`src/rtl/ffa_pkg.sv`:
```
// Package for the first-fit free-list allocator: constants, codes and the
// request/response transaction types.
// No dependencies.
`default_nettype none

package ffa_pkg;

   localparam int HeapUnits      = 4096;
   localparam int UnitBytes      = 16;
   localparam int MinRegionReset = 1024;

   localparam int ModeW   = 2;
   localparam int ByteW   = 17;
   localparam int AddrW   = 12;
   localparam int StatusW = 3;

   localparam logic [ModeW-1:0] ModeAlloc = 2'd0;
   localparam logic [ModeW-1:0] ModeFree  = 2'd1;
   localparam logic [ModeW-1:0] ModeAdd   = 2'd2;

   localparam logic [StatusW-1:0] StatOk       = 3'd0;
   localparam logic [StatusW-1:0] StatBadSize  = 3'd1;
   localparam logic [StatusW-1:0] StatNoSpace  = 3'd2;
   localparam logic [StatusW-1:0] StatBadBlock = 3'd3;
   localparam logic [StatusW-1:0] StatShort    = 3'd4;

   typedef struct packed {
      logic [ModeW-1:0] mode;
      logic [ByteW-1:0] byte_count;
      logic [AddrW-1:0] unit_address;
   } ffa_req_type;

   typedef struct packed {
      logic [AddrW-1:0]   payload_unit;
      logic [StatusW-1:0] status;
   } ffa_rsp_type;

endpackage

`default_nettype wire

```
`src/rtl/ffa_ctrl.sv`:
```
// Sequencer of the allocator: list walks, splitting, coalescing, rover and
// sentinel link. Drives the ffa_store memory ports.
// Depends on ffa_pkg.
`default_nettype none

module ffa_ctrl #(
   parameter int HEAP_UNITS = ffa_pkg::HeapUnits,
   parameter int UNIT_BYTES = ffa_pkg::UnitBytes
) (
   input  wire                                  clock,
   input  wire                                  reset,
   input  wire                                  start,
   output logic                                 busy,
   input  ffa_pkg::ffa_req_type                 req_data,
   input  wire  [ffa_pkg::ByteW-1:0]            min_region,
   output logic                                 rsp_valid,
   output ffa_pkg::ffa_rsp_type                 rsp_data,
   output logic [$clog2(HEAP_UNITS)-1:0]        mem_rd_addr,
   input  wire  [$clog2(HEAP_UNITS+1)-1:0]      mem_rd_size,
   input  wire  [$clog2(HEAP_UNITS+1)-1:0]      mem_rd_link,
   output logic [$clog2(HEAP_UNITS)-1:0]        mem_wr_addr,
   output logic                                 mem_wr_size_en,
   output logic                                 mem_wr_link_en,
   output logic [$clog2(HEAP_UNITS+1)-1:0]      mem_wr_size,
   output logic [$clog2(HEAP_UNITS+1)-1:0]      mem_wr_link
);

   localparam int AW      = $clog2(HEAP_UNITS);
   localparam int IW      = $clog2(HEAP_UNITS + 1);
   localparam int SW      = ffa_pkg::ByteW + 1;
   localparam int CW      = $clog2(HEAP_UNITS + 3);
   localparam int PW      = ffa_pkg::AddrW;
   localparam int UbShift = $clog2(UNIT_BYTES);   // UNIT_BYTES is a power of two

   localparam logic [IW-1:0] Sent      = IW'(HEAP_UNITS);
   localparam logic [CW-1:0] WalkLimit = CW'(HEAP_UNITS + 2);

   localparam logic [3:0] StIdle = 4'd0;
   localparam logic [3:0] StGw0  = 4'd1;
   localparam logic [3:0] StGe0  = 4'd2;
   localparam logic [3:0] StGw   = 4'd3;
   localparam logic [3:0] StGe   = 4'd4;
   localparam logic [3:0] StGc   = 4'd5;
   localparam logic [3:0] StFw   = 4'd6;
   localparam logic [3:0] StFe   = 4'd7;
   localparam logic [3:0] StRc   = 4'd8;
   localparam logic [3:0] StRw   = 4'd9;
   localparam logic [3:0] StRe   = 4'd10;
   localparam logic [3:0] StAw   = 4'd11;
   localparam logic [3:0] StAe   = 4'd12;
   localparam logic [3:0] StWh   = 4'd13;
   localparam logic [3:0] StWa   = 4'd14;

   logic [3:0]    state_ff, state_in;
   logic [SW-1:0] need_ff, need_in;
   logic [SW-1:0] hdr_ff, hdr_in;
   logic [SW-1:0] len_ff, len_in;
   logic [IW-1:0] prev_ff, prev_in;
   logic [IW-1:0] node_ff, node_in;
   logic [CW-1:0] steps_ff, steps_in;
   logic [IW-1:0] size_at_ff, size_at_in;
   logic [IW-1:0] hsize_ff, hsize_in;
   logic [IW-1:0] hlink_ff, hlink_in;
   logic [IW-1:0] carve_ff, carve_in;
   logic [IW-1:0] rover_ff, rover_in;
   logic [IW-1:0] sent_next_ff, sent_next_in;
   logic          rsp_valid_ff, rsp_valid_in;
   ffa_pkg::ffa_rsp_type rsp_ff, rsp_in;

   logic [IW-1:0]               size_v, link_v, rem;
   logic [ffa_pkg::ByteW-1:0]   quot;
   logic [SW-1:0]               at_w, af_w, free_hdr;
   logic                        brk, fin;
   logic [ffa_pkg::StatusW-1:0] fin_status;
   logic [PW-1:0]               fin_unit;

   // sentinel reads as size zero, link from its own register
   always_comb begin
      if (node_ff >= Sent) begin
         size_v = '0;
         link_v = sent_next_ff;
      end else begin
         size_v = mem_rd_size;
         link_v = (mem_rd_link > Sent) ? Sent : mem_rd_link;
      end
   end

   assign mem_rd_addr = node_ff[AW-1:0];
   assign busy        = (state_ff != StIdle);
   assign rsp_valid   = rsp_valid_ff;
   assign rsp_data    = rsp_ff;

   always_comb begin
      state_in     = state_ff;
      need_in      = need_ff;
      hdr_in       = hdr_ff;
      len_in       = len_ff;
      prev_in      = prev_ff;
      node_in      = node_ff;
      steps_in     = steps_ff;
      size_at_in   = size_at_ff;
      hsize_in     = hsize_ff;
      hlink_in     = hlink_ff;
      carve_in     = carve_ff;
      rover_in     = rover_ff;
      sent_next_in = sent_next_ff;
      rsp_valid_in = 1'b0;
      rsp_in       = rsp_ff;
      mem_wr_addr    = '0;
      mem_wr_size_en = 1'b0;
      mem_wr_link_en = 1'b0;
      mem_wr_size    = '0;
      mem_wr_link    = '0;
      fin        = 1'b0;
      fin_status = ffa_pkg::StatOk;
      fin_unit   = '0;
      quot       = req_data.byte_count >> UbShift;
      free_hdr   = SW'(req_data.unit_address) - SW'(1);
      rem        = size_v - IW'(need_ff);
      at_w       = SW'(node_ff);
      af_w       = SW'(link_v);
      brk        = (hdr_ff > at_w && hdr_ff < af_w) ||
                   (at_w >= af_w && (hdr_ff > at_w || hdr_ff < af_w));

      case (state_ff)
         StIdle: begin
            if (start) begin
               case (req_data.mode)
                  ffa_pkg::ModeAlloc: begin
                     if (req_data.byte_count == '0) begin
                        fin        = 1'b1;
                        fin_status = ffa_pkg::StatBadSize;
                     end else begin
                        need_in  = ((SW'(req_data.byte_count) + SW'(UNIT_BYTES - 1))
                                    >> UbShift) + SW'(1);
                        node_in  = rover_ff;
                        state_in = StGw0;
                     end
                  end
                  ffa_pkg::ModeFree: begin
                     if (req_data.unit_address == '0 || free_hdr >= SW'(Sent)) begin
                        fin        = 1'b1;
                        fin_status = ffa_pkg::StatBadBlock;
                     end else begin
                        hdr_in   = free_hdr;
                        node_in  = IW'(free_hdr);
                        state_in = StFw;
                     end
                  end
                  ffa_pkg::ModeAdd: begin
                     if (req_data.byte_count < min_region) begin
                        fin        = 1'b1;
                        fin_status = ffa_pkg::StatShort;
                     end else if (quot < ffa_pkg::ByteW'(2)) begin
                        fin        = 1'b1;
                        fin_status = ffa_pkg::StatBadBlock;
                     end else begin
                        hdr_in   = SW'(req_data.unit_address);
                        len_in   = SW'(quot) - SW'(1);
                        state_in = StRc;
                     end
                  end
                  default: begin
                     fin        = 1'b1;
                     fin_status = ffa_pkg::StatBadSize;
                  end
               endcase
            end
         end
         StGw0: state_in = StGe0;
         StGe0: begin
            prev_in  = rover_ff;
            node_in  = link_v;
            steps_in = '0;
            state_in = StGw;
         end
         StGw: state_in = StGe;
         StGe: begin
            if (node_ff != Sent && SW'(size_v) >= need_ff) begin
               rover_in = prev_ff;
               if (SW'(size_v) == need_ff) begin
                  if (prev_ff == Sent) begin
                     sent_next_in = link_v;
                  end else begin
                     mem_wr_link_en = 1'b1;
                     mem_wr_addr    = prev_ff[AW-1:0];
                     mem_wr_link    = link_v;
                  end
                  fin      = 1'b1;
                  fin_unit = PW'(node_ff + IW'(1));
               end else begin
                  // keep the head of the block, hand out its tail
                  mem_wr_size_en = 1'b1;
                  mem_wr_addr    = node_ff[AW-1:0];
                  mem_wr_size    = rem;
                  carve_in       = node_ff + rem;
                  state_in       = StGc;
               end
            end else if (node_ff == rover_ff || steps_ff == WalkLimit - CW'(1)) begin
               fin        = 1'b1;
               fin_status = ffa_pkg::StatNoSpace;
            end else begin
               prev_in  = node_ff;
               node_in  = link_v;
               steps_in = steps_ff + CW'(1);
               state_in = StGw;
            end
         end
         StGc: begin
            mem_wr_size_en = 1'b1;
            mem_wr_addr    = carve_ff[AW-1:0];
            mem_wr_size    = IW'(need_ff);
            fin            = 1'b1;
            fin_unit       = PW'(carve_ff + IW'(1));
         end
         StFw: state_in = StFe;
         StFe: begin
            len_in   = SW'(size_v);
            state_in = StRc;
         end
         StRc: begin
            if (len_ff == '0 || hdr_ff >= SW'(Sent) || len_ff > SW'(Sent) - hdr_ff) begin
               fin        = 1'b1;
               fin_status = ffa_pkg::StatBadBlock;
            end else begin
               node_in  = rover_ff;
               steps_in = '0;
               state_in = StRw;
            end
         end
         StRw: state_in = StRe;
         StRe: begin
            if (brk) begin
               if ((node_ff != Sent && at_w + SW'(size_v) > hdr_ff) ||
                   (link_v != Sent && hdr_ff + len_ff > af_w)) begin
                  fin        = 1'b1;
                  fin_status = ffa_pkg::StatBadBlock;
               end else begin
                  prev_in    = node_ff;
                  size_at_in = size_v;
                  if (link_v != Sent && hdr_ff + len_ff == af_w) begin
                     node_in  = link_v;
                     state_in = StAw;
                  end else begin
                     hsize_in = IW'(len_ff);
                     hlink_in = link_v;
                     state_in = StWh;
                  end
               end
            end else if (steps_ff == WalkLimit) begin
               fin        = 1'b1;
               fin_status = ffa_pkg::StatBadBlock;
            end else begin
               node_in  = link_v;
               steps_in = steps_ff + CW'(1);
               state_in = StRw;
            end
         end
         StAw: state_in = StAe;
         StAe: begin
            hsize_in = IW'(len_ff) + size_v;
            hlink_in = link_v;
            state_in = StWh;
         end
         StWh: begin
            mem_wr_size_en = 1'b1;
            mem_wr_link_en = 1'b1;
            mem_wr_addr    = hdr_ff[AW-1:0];
            mem_wr_size    = hsize_ff;
            mem_wr_link    = hlink_ff;
            state_in       = StWa;
         end
         StWa: begin
            if (prev_ff != Sent && SW'(prev_ff) + SW'(size_at_ff) == hdr_ff) begin
               mem_wr_size_en = 1'b1;
               mem_wr_link_en = 1'b1;
               mem_wr_addr    = prev_ff[AW-1:0];
               mem_wr_size    = size_at_ff + hsize_ff;
               mem_wr_link    = hlink_ff;
            end else if (prev_ff == Sent) begin
               sent_next_in = IW'(hdr_ff);
            end else begin
               mem_wr_link_en = 1'b1;
               mem_wr_addr    = prev_ff[AW-1:0];
               mem_wr_link    = IW'(hdr_ff);
            end
            rover_in = prev_ff;
            fin      = 1'b1;
         end
         default: state_in = StIdle;
      endcase

      if (fin) begin
         state_in            = StIdle;
         rsp_valid_in        = 1'b1;
         rsp_in.status       = fin_status;
         rsp_in.payload_unit = (fin_status == ffa_pkg::StatOk) ? fin_unit : '0;
      end
   end

   always_ff @(posedge clock) begin
      if (reset) begin
         state_ff     <= StIdle;
         rover_ff     <= Sent;
         sent_next_ff <= Sent;
         rsp_valid_ff <= 1'b0;
      end else begin
         state_ff     <= state_in;
         rover_ff     <= rover_in;
         sent_next_ff <= sent_next_in;
         rsp_valid_ff <= rsp_valid_in;
      end
   end

   always_ff @(posedge clock) begin
      need_ff    <= need_in;
      hdr_ff     <= hdr_in;
      len_ff     <= len_in;
      prev_ff    <= prev_in;
      node_ff    <= node_in;
      steps_ff   <= steps_in;
      size_at_ff <= size_at_in;
      hsize_ff   <= hsize_in;
      hlink_ff   <= hlink_in;
      carve_ff   <= carve_in;
      rsp_ff     <= rsp_in;
   end

endmodule

`default_nettype wire

```
`config.mk`:
```
export PLATFORM = sky130hd
export DESIGN_NAME = ffa_ctrl
export DESIGN_NICKNAME = d
export VERILOG_FILES = /design/src/rtl/ffa_pkg.sv /design/src/rtl/ffa_ctrl.sv
export SDC_FILE = /design/constraint.sdc
export NUM_CORES = 1
export LEC_CHECK = 0
export BUFFER_PORTS_ARGS = -buffer_cell sky130_fd_sc_hd__buf_2
export CAP_MARGIN = 10
export CORE_MARGIN = 10
export CORE_UTILIZATION = 61
export CTS_CLUSTER_DIAMETER = 40
export CTS_CLUSTER_SIZE = 10
export DETAILED_ROUTE_END_ITERATION = 12
export PLACE_DENSITY_LB_ADDON = 0.05
export RECOVER_POWER = 50
export SYNTH_ARGS = -nofsm -noshare
export SYNTH_HDL_FRONTEND = slang
export SYNTH_SLANG_ARGS = --single-unit
```
`constraint.sdc`:
```
create_clock -name clock -period 10.5 [get_ports clock]
set_clock_uncertainty 0.05 [all_clocks]
set_input_delay 0 -clock clock [delete_from_list [all_inputs] [get_ports clock]]
set_output_delay 0 -clock clock [all_outputs]
set_load 0.01 [all_outputs]
```
# After elaboration in Yosys (flattened, before gate mapping)

Index checks and enable logic that the tools add are counted.

Bits in registers: 190
Latch bits: 0
Bits in writable memories: 0
Bits in read-only memories: 0
Input port bits: 77
Output and inout port bits: 69
Memories: 0

Add/sub/neg operators: 15
$mul: 0
Divide/modulo/power cells: 0
Order comparisons: 13
Equal/unequal tests: 57
Shift-type cells: 0
Multiplexer cells: 121
Bitwise logic cells: 4
Reduce and logical (&&, ||, !) cells: 43

Operator list:

| cell                                                                                  | count |
|---|---|
| 13-bit two-way mux                                                                    | 42 |
| 13-bit one-hot mux with 2 select lines                                                | 5 |
| 18-bit two-way mux                                                                    | 7 |
| 13-bit one-hot mux with 4 select lines                                                | 2 |
| 13-bit one-hot mux with 3 select lines                                                | 2 |
| 12-bit two-way mux                                                                    | 6 |
| 18-bit one-hot mux with 2 select lines                                                | 2 |
| 13-bit one-hot mux with 5 select lines                                                | 1 |
| 4-bit one-hot mux with 14 select lines                                                | 1 |
| 4-bit two-way mux                                                                     | 12 |
| 12-bit one-hot mux with 4 select lines                                                | 1 |
| 2-bit != test, second input constant                                                  | 20 |
| 13-bit == test, second input constant                                                 | 3 |
| 13-bit != test, second input constant                                                 | 3 |
| 18-bit by 13-bit greater-or-equal comparator with 1-bit output, second input constant | 2 |
| 18-bit by 13-bit greater-than comparator with 1-bit output                            | 2 |
| 13-bit by 13-bit adder with 14-bit output                                             | 2 |
| 4-bit == test, second input constant                                                  | 7 |
| 3-bit != test, second input constant                                                  | 9 |
| 13-bit adder                                                                          | 2 |
| 12-bit by 1-bit adder with 12-bit output, second input constant                       | 2 |
| 12-bit one-hot mux with 2 select lines                                                | 1 |
| 1-bit two-way mux                                                                     | 21 |
| 17-bit by 4-bit adder with 18-bit output, second input constant                       | 1 |
| other kinds (56)                                                                      | 97 |

# Depth between registers and ports, before layout

Gate-level depths: netlist of the first run.

Depth after elaboration: 10
Gate-level depth with buffers: 24

# Worst setup path after synthesis of the first run

OpenSTA, ideal clock, no wires.

Path type: reg2reg
From: register node_ff[12]
To: register hlink_ff[0], enable pin
Arrival time: 5.590 ns
Path slack: 4.443 ns
Cell stages (with the launch flop): 24
Period minus slack after synthesis: 6.057 ns
Cells stage by stage: edfxtp_1 > buf_2 > buf_1 > nand2b_1 > inv_1 > ha_1 > a21o_1 > a21oi_1 > nor2b_1 > o21a_1 > o311a_1 > o31ai_1 > nand2b_1 > a21oi_1 > xnor2_1 > ha_1 > a21oi_1 > o21ai_0 > o21ba_2 > a21oi_1 > a22oi_1 > o21ai_2 > o21ai_1 > a21boi_1

Cells in the longest elaborated chain, start to end: 8
Elaborated cells between the ends (all ways): 24
Those cells by class: add/sub: 1; order compare: 6; eq/ne: 6; mux: 2; reduce/logical: 9

RTL lines:

| what                                                       | RTL line        | source |
|---|---|---|
| start, declared                                            | ffa_ctrl.sv:59  | `logic [IW-1:0] node_ff, node_in;` |
| start signal, assigned                                     | ffa_ctrl.sv:320 | `node_ff <= node_in;` |
| 13-bit greater-or-equal comparator                         | ffa_ctrl.sv:79  | `if (node_ff >= Sent) begin` |
| 13-bit two-way mux                                         | ffa_ctrl.sv:79  |  |
| named net size_v[1]                                        | ffa_ctrl.sv:70  | `logic [IW-1:0] size_v, link_v, rem;` |
| 13-bit by 13-bit adder with 14-bit output                  | ffa_ctrl.sv:234 | `if ((node_ff != Sent && at_w + SW'(size_v) > hdr_ff) \|\|` |
| 14-bit by 18-bit greater-than comparator with 1-bit output | ffa_ctrl.sv:234 |  |
| 1-bit logical AND                                          | ffa_ctrl.sv:234 |  |
| 1-bit logical OR                                           | ffa_ctrl.sv:234 |  |
| 2-bit != test (no source line)                             | n/a             |  |
| 4-bit AND reduction (no source line)                       | n/a             |  |
| end signal, assigned                                       | ffa_ctrl.sv:324 | `hlink_ff <= hlink_in;` |
| end, declared                                              | ffa_ctrl.sv:63  | `logic [IW-1:0] hlink_ff, hlink_in;` |

The timed path passes the listed nets, and every way through them passes these cells.
A chain may end at the register's enable or synchronous reset.

# Worst setup path in the final report of the first run

From: register node_ff[12]
To: register node_ff[1], enable pin

Cells in the longest elaborated chain, start to end: 8
Elaborated cells between the ends (all ways): 30
Those cells by class: add/sub: 1; order compare: 7; eq/ne: 9; mux: 2; reduce/logical: 11

RTL lines:

| what                                                       | RTL line |
|---|---|
| 13-bit greater-or-equal comparator *                       | ffa_ctrl.sv:79 |
| 13-bit two-way mux *                                       | ffa_ctrl.sv:79 |
| named net size_v[0]                                        | ffa_ctrl.sv:70 |
| 13-bit by 13-bit adder with 14-bit output                  | ffa_ctrl.sv:234 |
| 14-bit by 18-bit greater-than comparator with 1-bit output | ffa_ctrl.sv:234 |
| 1-bit logical AND                                          | ffa_ctrl.sv:234 |
| 1-bit logical OR                                           | ffa_ctrl.sv:234 |
| 3-bit != test (no source line)                             | n/a |
| 11-bit AND reduction (no source line) *                    | n/a |

The timed path passes the listed nets; every way through them passes the cells marked *.

==> reports/metrics.csv, run 1 <==
stage;metric;value;unit
setup_path;timing.setup.critical_path_class;flop to flop;
cts;clk_latency;0.45;ns
drt;route.detailed.wl_per_inst;24.83;µm
timing;final-hold-violation-count;0;
drt;drt_first_pass_iters;8;
timing;worst_pin_slew;2.076;ns
power;power.share.switching;41.18;%
run;drv_cap;3;
cells_and_area;n_antenna_cell;0;
timing;hold_ws;0.005657;ns
place;place_ws;4.742;ns
setup_path;critPathRequiredTime;10.51;ns
global_routing;grt_antenna_before_repair;0;
setup_path;r2r_start;node_ff[12];
logic_synthesis;fraction_of_post_synthesis_cell_area_in_the_top_cell_type_by_area;26.98;%
power;vdd_ir_drop_max;0.09858;mV
cts;h-tree-depth;4;
setup_path;crit_buf_inv;1;
logic_synthesis;synth-compound-area-share;19.06;%
setup_path;worstPathMaxFanout;41;
logic_synthesis;combinational_family_with_the_most_area_after_synthesis;compound AO/OA/AOI/OAI gates;
logic_synthesis;synthMostInstantiatedCell;sky130_fd_sc_hd__ha_1;
setup_path;worst_path_largest_cell_delay;1.45;ns
drt;via_per_inst;6.634;
floorplan;io_pins;146;
cts;cts-buffers-inserted;17;
cts;clock_tree.buffer_depth;2;
floorplan;row_count;59;
timing;finalCritPeriodShare;67.80;%
drt;post-route-drc-count;0;
floorplan;die_area;33770;µm²
logic_synthesis;syn-instance-count;1838;
setup_path;critical_path.startpoint_type;flop;
logic_synthesis;postSynthRegisterBits;178;
timing;slew_headroom;-39.24;%
setup_path;crit_path_cell_trace;clkbuf_1, nor2b_1, ha_1, fa_1, a21o_1, a21oi_1, o21bai_1, a21oi_1, o21ai_0, a21o_1, a21oi_1, xnor2_1, ha_1, nand4_1, o311a_1, a22oi_1, o21ai_2, nand3b_4, nand2_1, a211oi_2;
place;routabilityCongestion;1.022;
power;power.combinational.fraction;41.6;%
timing;slew_viol_final;95;
logic_synthesis;synth_commonest_cells;196 x sky130_fd_sc_hd__ha_1, 154 x sky130_fd_sc_hd__nor2_1, 147 x sky130_fd_sc_hd__edfxtp_1, 147 x sky130_fd_sc_hd__nand2_1, 118 x sky130_fd_sc_hd__xnor2_1;
power;p_clk_share;24.0;%
cells_and_area;multi_input_comb_area;10530;µm²
logic_synthesis;synth_edf_count;147;
logic_synthesis;yosys-top-cells-area;sky130_fd_sc_hd__edfxtp_1 27%, sky130_fd_sc_hd__ha_1 15%, sky130_fd_sc_hd__xnor2_1 6.3%;
logic_synthesis;post_synthesis_cell_type_count;87;
cts;cts.clk_slew.worst_paths;0.07;ns
run_status;violations;capacitance limit, slew limit;
logic_synthesis;synthesis.yosys.warnings;0;
floorplan;die-height;183.8;µm
setup_path;critPathArrivalTime;7.13;ns
timing;setup_tns;0;ns
hold_path;min-delay-path-class;input port to flop;
cts;numClockSinks;178;
setup_path;setup.worst_path.start;node_ff[12];
setup_path;timing.critical_path.mode_cell;sky130_fd_sc_hd__a21oi_1;
power;pwr-share-seq;34.4;%
global_routing;first_global_vias;14850;
floorplan;floorplan.initialDensity;62.42;%
logic_synthesis;ys_async_sr_fraction;0;%
logic_synthesis;postSynth.topFlopCell;sky130_fd_sc_hd__edfxtp_1;
cells_and_area;layout.cells.non_filler;2327;
logic_synthesis;yosys.area_share.xor_xnor;10.28;%
cells_and_area;finalInstanceArea;18140;µm²
cells_and_area;seq_area;5035;µm²
power;p_int;1.631;mW
drt;route.vias.total;15440;
place;buffer_ports.inserted;145;
place;post-place-cells;2265;
place;dpl.hpwl;43780;µm
cells_and_area;final.fill_count;2095;
cells_and_area;nets;2259;
cells_and_area;area_delta_synth_final;10.87;%
logic_synthesis;mapped_area;16360;µm²
timing;upper_clock_frequency_limit;140.5;MHz
timing;setup_repair_after_global_routing_missed_its_margin;no;
timing;period_needed;7.119;ns
power;leakagePower;7.521;nW
logic_synthesis;synth_simple_gate_area_share;18.10;%
floorplan;die_width;183.8;µm
logic_synthesis;yosysTopAreaCell;sky130_fd_sc_hd__edfxtp_1;
floorplan;design.core.area;26210;µm²
logic_synthesis;synth_fp_nets;2118;
setup_path;end_kind;flop;
drt;drt_iter0_drc;2107;
drt;routed_wirelength;57780;µm
hold_path;hold_start;mem_rd_size[3];
global_routing;grt_max_degree;42;
run_status;status;complete, but fails checks;
global_routing;grt_use_total;33.46;%
global_routing;grt-ovfl-total;0;
setup_path;cp_slowest_cell;sky130_fd_sc_hd__clkbuf_1;
logic_synthesis;synth_adder_area_share;15.85;%
setup_path;crit_family;compound AO/OA/AOI/OAI gates;
cells_and_area;final_layout_size_suffix_gt1_share;9.990;%
cts;cts.root.buffer_cell;sky130_fd_sc_hd__clkbuf_16;
power;powerDensity;152.9;nW/µm²
drt;drt.antenna.violating_nets;0;
power;total_switching_power;1.142;mW
logic_synthesis;post_synth.cell_area_avg;8.900;µm²
place;placement.cell_area;17360;µm²
logic_synthesis;synth.yosys.seq_area_share;30.78;%
timing;setup_ws;3.381;ns
global_routing;global_route_wire_length_before_repair;86890;µm
timing;report.final.setup_viol;0;
logic_synthesis;yosys-mux-area-fraction;1.071;%
cts;clock_tree_from_tritoncts;done;
cells in the final DEF, fill, tap and decap left out, drive strengths merged, types with 15 or more instances in the layout:
cell	n
xor2	74
nand4	29
nor2b	26
o2111ai	16
dlygate4sd3	29
a211oi	19
a222oi	23
o21bai	20
inv	115
a21o	29
dfxtp	31
or3	17
clkbuf	60
and3	16
a21oi	113
ha	196
xnor2	118
o21ai	98
nor4	24
nor2	155
nand2b	22
a31oi	15
nand3	59
nor3	42
buf	132
edfxtp	147
nand2	148
o21a	18
metal layers:
layer,part of all wire [%],up-vias,track usage [%]
li1,-,7075,-
met1,40,7224,43.71
met2,43,981,51.17
met3,12,158,8.458
met4,4.7,0,15.24
met5,0,-,0
final timing paths:
kind / slack (ns) / end / cells after the start
hold reg to reg: 0.42 / sent_next_ff[2] / 2
setup reg to reg: 3.38 / node_ff[1] / 20
hold / removal: 0.006 / size_at_ff[3] / 2
setup / recovery: 3.38 / node_ff[1] / 20
power by group through the flow:
| stage | combinational, mW | sequential (mW) | clock [mW] |
|---|---|---|---|
| after floorplan | 0.829 | 0.918 | 0 |
| after global placement | 1.10 | 0.959 | 0 |
| after detailed placement | 1.12 | 0.962 | 0 |
| after CTS | 1.14 | 0.946 | 0.664 |
| after global routing | 1.26 | 0.954 | 0.689 |
| final | 1.15 | 0.953 | 0.666 |
worst reg2reg max path, delay by kind of cell (launching register included):
| family | cells | cell delay, ns |
|---|---|---|
| flip-flops | 1 | 0.34 |
| adder cells (fa/ha/maj) | 3 | 1.08 |
| buffers and inverters | 1 | 1.45 |
| AND/OR/NAND/NOR | 4 | 0.72 |
| AO/OA/AOI/OAI | 11 | 2.99 |
| XOR/XNOR | 1 | 0.12 |
kinds of logic (layout without fill, tap and decap cells):
group / count (synthesis) / in the layout
AO/OA/AOI/OAI: 461 / 461
XOR/XNOR: 192 / 192
adder cells (fa/ha/maj): 203 / 203
buffers and inverters: 191 / 345
flip-flops: 178 / 178
multiplexers: 17 / 17
other: 1 / 1
AND/OR/NAND/NOR: 595 / 595
sequential cells by signal, indices dropped and copies added (netlist names):
register	flops
carve_ff	12
hdr_ff	13
hlink_ff	13
hsize_ff	13
len_ff	14
need_ff	15
node_ff	13
prev_ff	13
rover_ff	13
rsp_data	15
rsp_valid	1
sent_next_ff	13
size_at_ff	13
state_ff	4
steps_ff	13
layout make-up:
cell class                      instances  share of cell area (%)
Multi-Input combinational cell       1469                   58.05
Sequential cell                       178                   27.76
Timing Repair Buffer                  203                   6.333
Clock buffer                           18                   2.366
Tap cell                              335                   2.311
Inverter                              110                   2.277
Clock inverter                         14                  0.9038
through the flow:
step / utilization (%) / total power, mW
after floorplan: - / 1.747
after global placement: 66.25 / 2.056
after detailed placement: 66.25 / 2.083
after CTS: 69.62 / 2.750
after global routing: 69.21 / 2.905
final: 69.21 / 2.773
repair_timing:
action	4_1_cts	5_1_grt
buffers inserted	0	0
endpoints found under the hold margin	28	0
hold buffers	29	0
resized for setup	0	0
Power figures use the tool's default switching activity.
==> run 2: changes to the inputs <==
CORE_UTILIZATION = 56   (was 61)
clock period = 5.7 ns   (was 10.5 ns; I/O delays follow)
==> run 2 against run 1 <==
Effect of this change:
- the flow still finishes with violations (capacitance limit, slew limit)
- global-route usage decreased by 1.5 points
- fmax increased by 34%
- sequential cell count unchanged
- utilization decreased by 5.4 points
- power increased by 86%
- critical path depth increased by 1
- cell count increased by 3.3%
- final area increased by 1.3%
- wire length increased by 2.3%
- first-iteration DRC count decreased by 2.9%
- largest power group unchanged
==> reports/metrics.csv, run 2 (synthesis gave the netlist of run 1 again) <==
stage;metric;value;unit
run_status;status;complete, but fails checks;
run_status;violations;capacitance limit, slew limit;
setup_path;crit_family;compound AO/OA/AOI/OAI gates;
cts;numClockSinks;178;
cts;clk_latency;0.48;ns
timing;finalCritPeriodShare;93.07;%
drt;route.vias.total;15490;
drt;via_per_inst;6.444;
setup_path;timing.setup.critical_path_class;flop to flop;
setup_path;reg2reg_depth;21;
timing;report.final.setup_viol;0;
setup_path;crit_path_cell_trace;nand2b_1, inv_1, ha_1, a21o_1, a21oi_1, nor2b_1, o21a_1, o311a_1, o31ai_1, nand2b_1, a21oi_1, xnor2_1, ha_1, a21oi_1, o21ai_0, o21ba_2, a21oi_1, a22oi_1, o21ai_2, o21ai_1, and3_1;
hold_path;min-delay-path-class;input port to flop;
setup_path;critPathArrivalTime;5.36;ns
cts;postCtsSetupRepairBufs;0;
global_routing;grt_antenna_before_repair;1;
setup_path;worst-r2r-setup-slack;0.40;ns
global_routing;grt_use_total;31.98;%
timing;setup_tns;0;ns
cts;clock_tree_from_tritoncts;done;
cells_and_area;layout.cells.non_filler;2404;
cells_and_area;multi_input_comb_area;10530;µm²
place;buffer_ports.inserted;145;
hold_path;hold_path_end;need_ff[0];
floorplan;floorplan.initialDensity;56.84;%
setup_path;crit_buf_inv;1;
place;routabilityCongestion;0.9775;
floorplan;die_width;190.9;µm
setup_path;r2r-end;prev_ff[6];
timing;slew_headroom;-45.91;%
cts;clock_tree.buffer_depth;2;
cts;cts-buffers-inserted;17;
cells_and_area;layout_common_cells;196 x sky130_fd_sc_hd__ha_1, 154 x sky130_fd_sc_hd__nor2_1, 147 x sky130_fd_sc_hd__nand2_1, 147 x sky130_fd_sc_hd__edfxtp_1, 122 x sky130_fd_sc_hd__buf_2;
cells_and_area;nets;2284;
power;vdd_ir_drop_max;0.2579;mV
cts;cts_repair_resizes;0;
power;powerDensity;280.7;nW/µm²
floorplan;die-height;190.9;µm
floorplan;row_count;62;
setup_path;critical_path.startpoint_type;flop;
hold_path;worstHoldPathCells;4;
power;finalPower;5.155;mW
cells_and_area;final.fill_count;2496;
timing;worst_pin_slew;2.176;ns
global_routing;grt-ovfl-total;0;
drt;routed_wirelength;59090;µm
setup_path;worst_path_largest_cell_delay;0.59;ns
cells_and_area;finalInstanceArea;18370;µm²
setup_path;end_kind;flop;
setup_path;timing.critical_path.mode_cell;sky130_fd_sc_hd__a21oi_1;
run;drv_cap;2;
cells_and_area;final_layout_size_suffix_gt1_share;10.81;%
setup_path;worstPathMaxFanout;13;
cells_and_area;seq_area;5035;µm²
drt;drt_iter0_drc;2046;
cells_and_area;layout_commonest_cell;sky130_fd_sc_hd__ha_1;
power;leakagePower;7.626;nW
cts;h-tree-depth;4;
cells_and_area;area_delta_synth_final;12.28;%
setup_path;r2r_start;node_ff[12];
timing;setup_repair_after_global_routing_missed_its_margin;no;
setup_path;cp_slowest_cell;sky130_fd_sc_hd__and3_1;
cts;cts.root.buffer_cell;sky130_fd_sc_hd__clkbuf_16;
cells_and_area;finish.utilization;63.82;%
drt;route.detailed.wl_per_inst;24.58;µm
cts;cts.clk_slew.worst_paths;0.08;ns
setup_path;critPathRequiredTime;5.76;ns
hold_path;hold_start;req_data[13];
drt;post-route-drc-count;0;
place;placement.cell_area;17610;µm²
timing;upper_clock_frequency_limit;188.5;MHz
timing;final-hold-violation-count;0;
global_routing;first_global_vias;14880;
floorplan;io_pins;146;
place;dpl.hpwl;46400;µm
floorplan;design.core.area;28780;µm²
global_routing;grt_max_degree;39;
timing;period_needed;5.305;ns
floorplan;die_area;36450;µm²
place;post-place-cells;2339;
timing;slew_viol_final;14;
drt;drt.antenna.violating_nets;0;
global_routing;global_route_wire_length_before_repair;88740;µm
drt;drt_first_pass_iters;8;
[run 2: changes by cell type in the layout (fill, tap and decap cells not counted), sizes merged]
| cell | previous run | this run |
|---|---|---|
| buf | 132 | 149 |
| clkbuf | 60 | 67 |
| diode | 0 | 3 |
| inv | 115 | 119 |
| clkinvlp | 1 | 0 |
| dlygate4sd3 | 29 | 30 |
| clkinv | 8 | 5 |
[run 2: tightest hold or removal path, cell delays in order]
cell	delay (ns)
sky130_fd_sc_hd__buf_2	0.09
sky130_fd_sc_hd__nor4_1	0.09
sky130_fd_sc_hd__xnor2_1	0.18
sky130_fd_sc_hd__inv_1	0.06
[run 2: timing repair]
item                                    in CTS  in global routing
endpoints found under the hold margin       35                  0
endpoints found under the setup margin       0                  0
hold buffers                                30                  0
[run 2: metrics by stage]
stage / hold slack, ns / worst slack, ns
after floorplan: 0.1362 / 0.1985
after global placement: 0.3167 / 0.5811
after detailed placement: 0.3245 / 0.5108
after CTS: 0.004304 / 0.4767
after global routing: 0.03051 / 0.07953
final: 0.01795 / 0.3952
[run 2: power by group]
part / internal [mW] / switching, mW / total (mW)
registers: 1.57 / 0.153 / 1.72
clock network: 0.618 / 0.623 / 1.24
logic: 0.858 / 1.33 / 2.19
[run 2: cell type report]
cell class	instances	share of cell area, %
Clock buffer	18	2.452
Sequential cell	178	27.41
Inverter	110	2.248
Clock inverter	14	0.8447
Antenna cell	3	0.04087
Tap cell	384	2.616
Timing Repair Buffer	228	7.064
Multi-Input combinational cell	1469	57.32
[run 2: per-layer routing]
layer / global-route usage (%) / routed length, µm
met1: 41.53 / 24130
met2: 49.87 / 26390
met3: 7.835 / 6308
met4: 13.45 / 2261
met5: 0 / 0
[run 2: worst max-delay path by stage]
stage                 from  cells after the start  slack [ns]          end
6_report       node_ff[12]                     21        0.40   prev_ff[6]
5_1_grt        node_ff[12]                     21        0.08   prev_ff[6]
4_1_cts        node_ff[12]                     21        0.48   prev_ff[7]
3_5_place_dp   node_ff[12]                     21        0.51  prev_ff[10]
3_3_place_gp   node_ff[12]                     21        0.58  prev_ff[10]
2_1_floorplan  node_ff[12]                     23        0.20  hlink_ff[0]
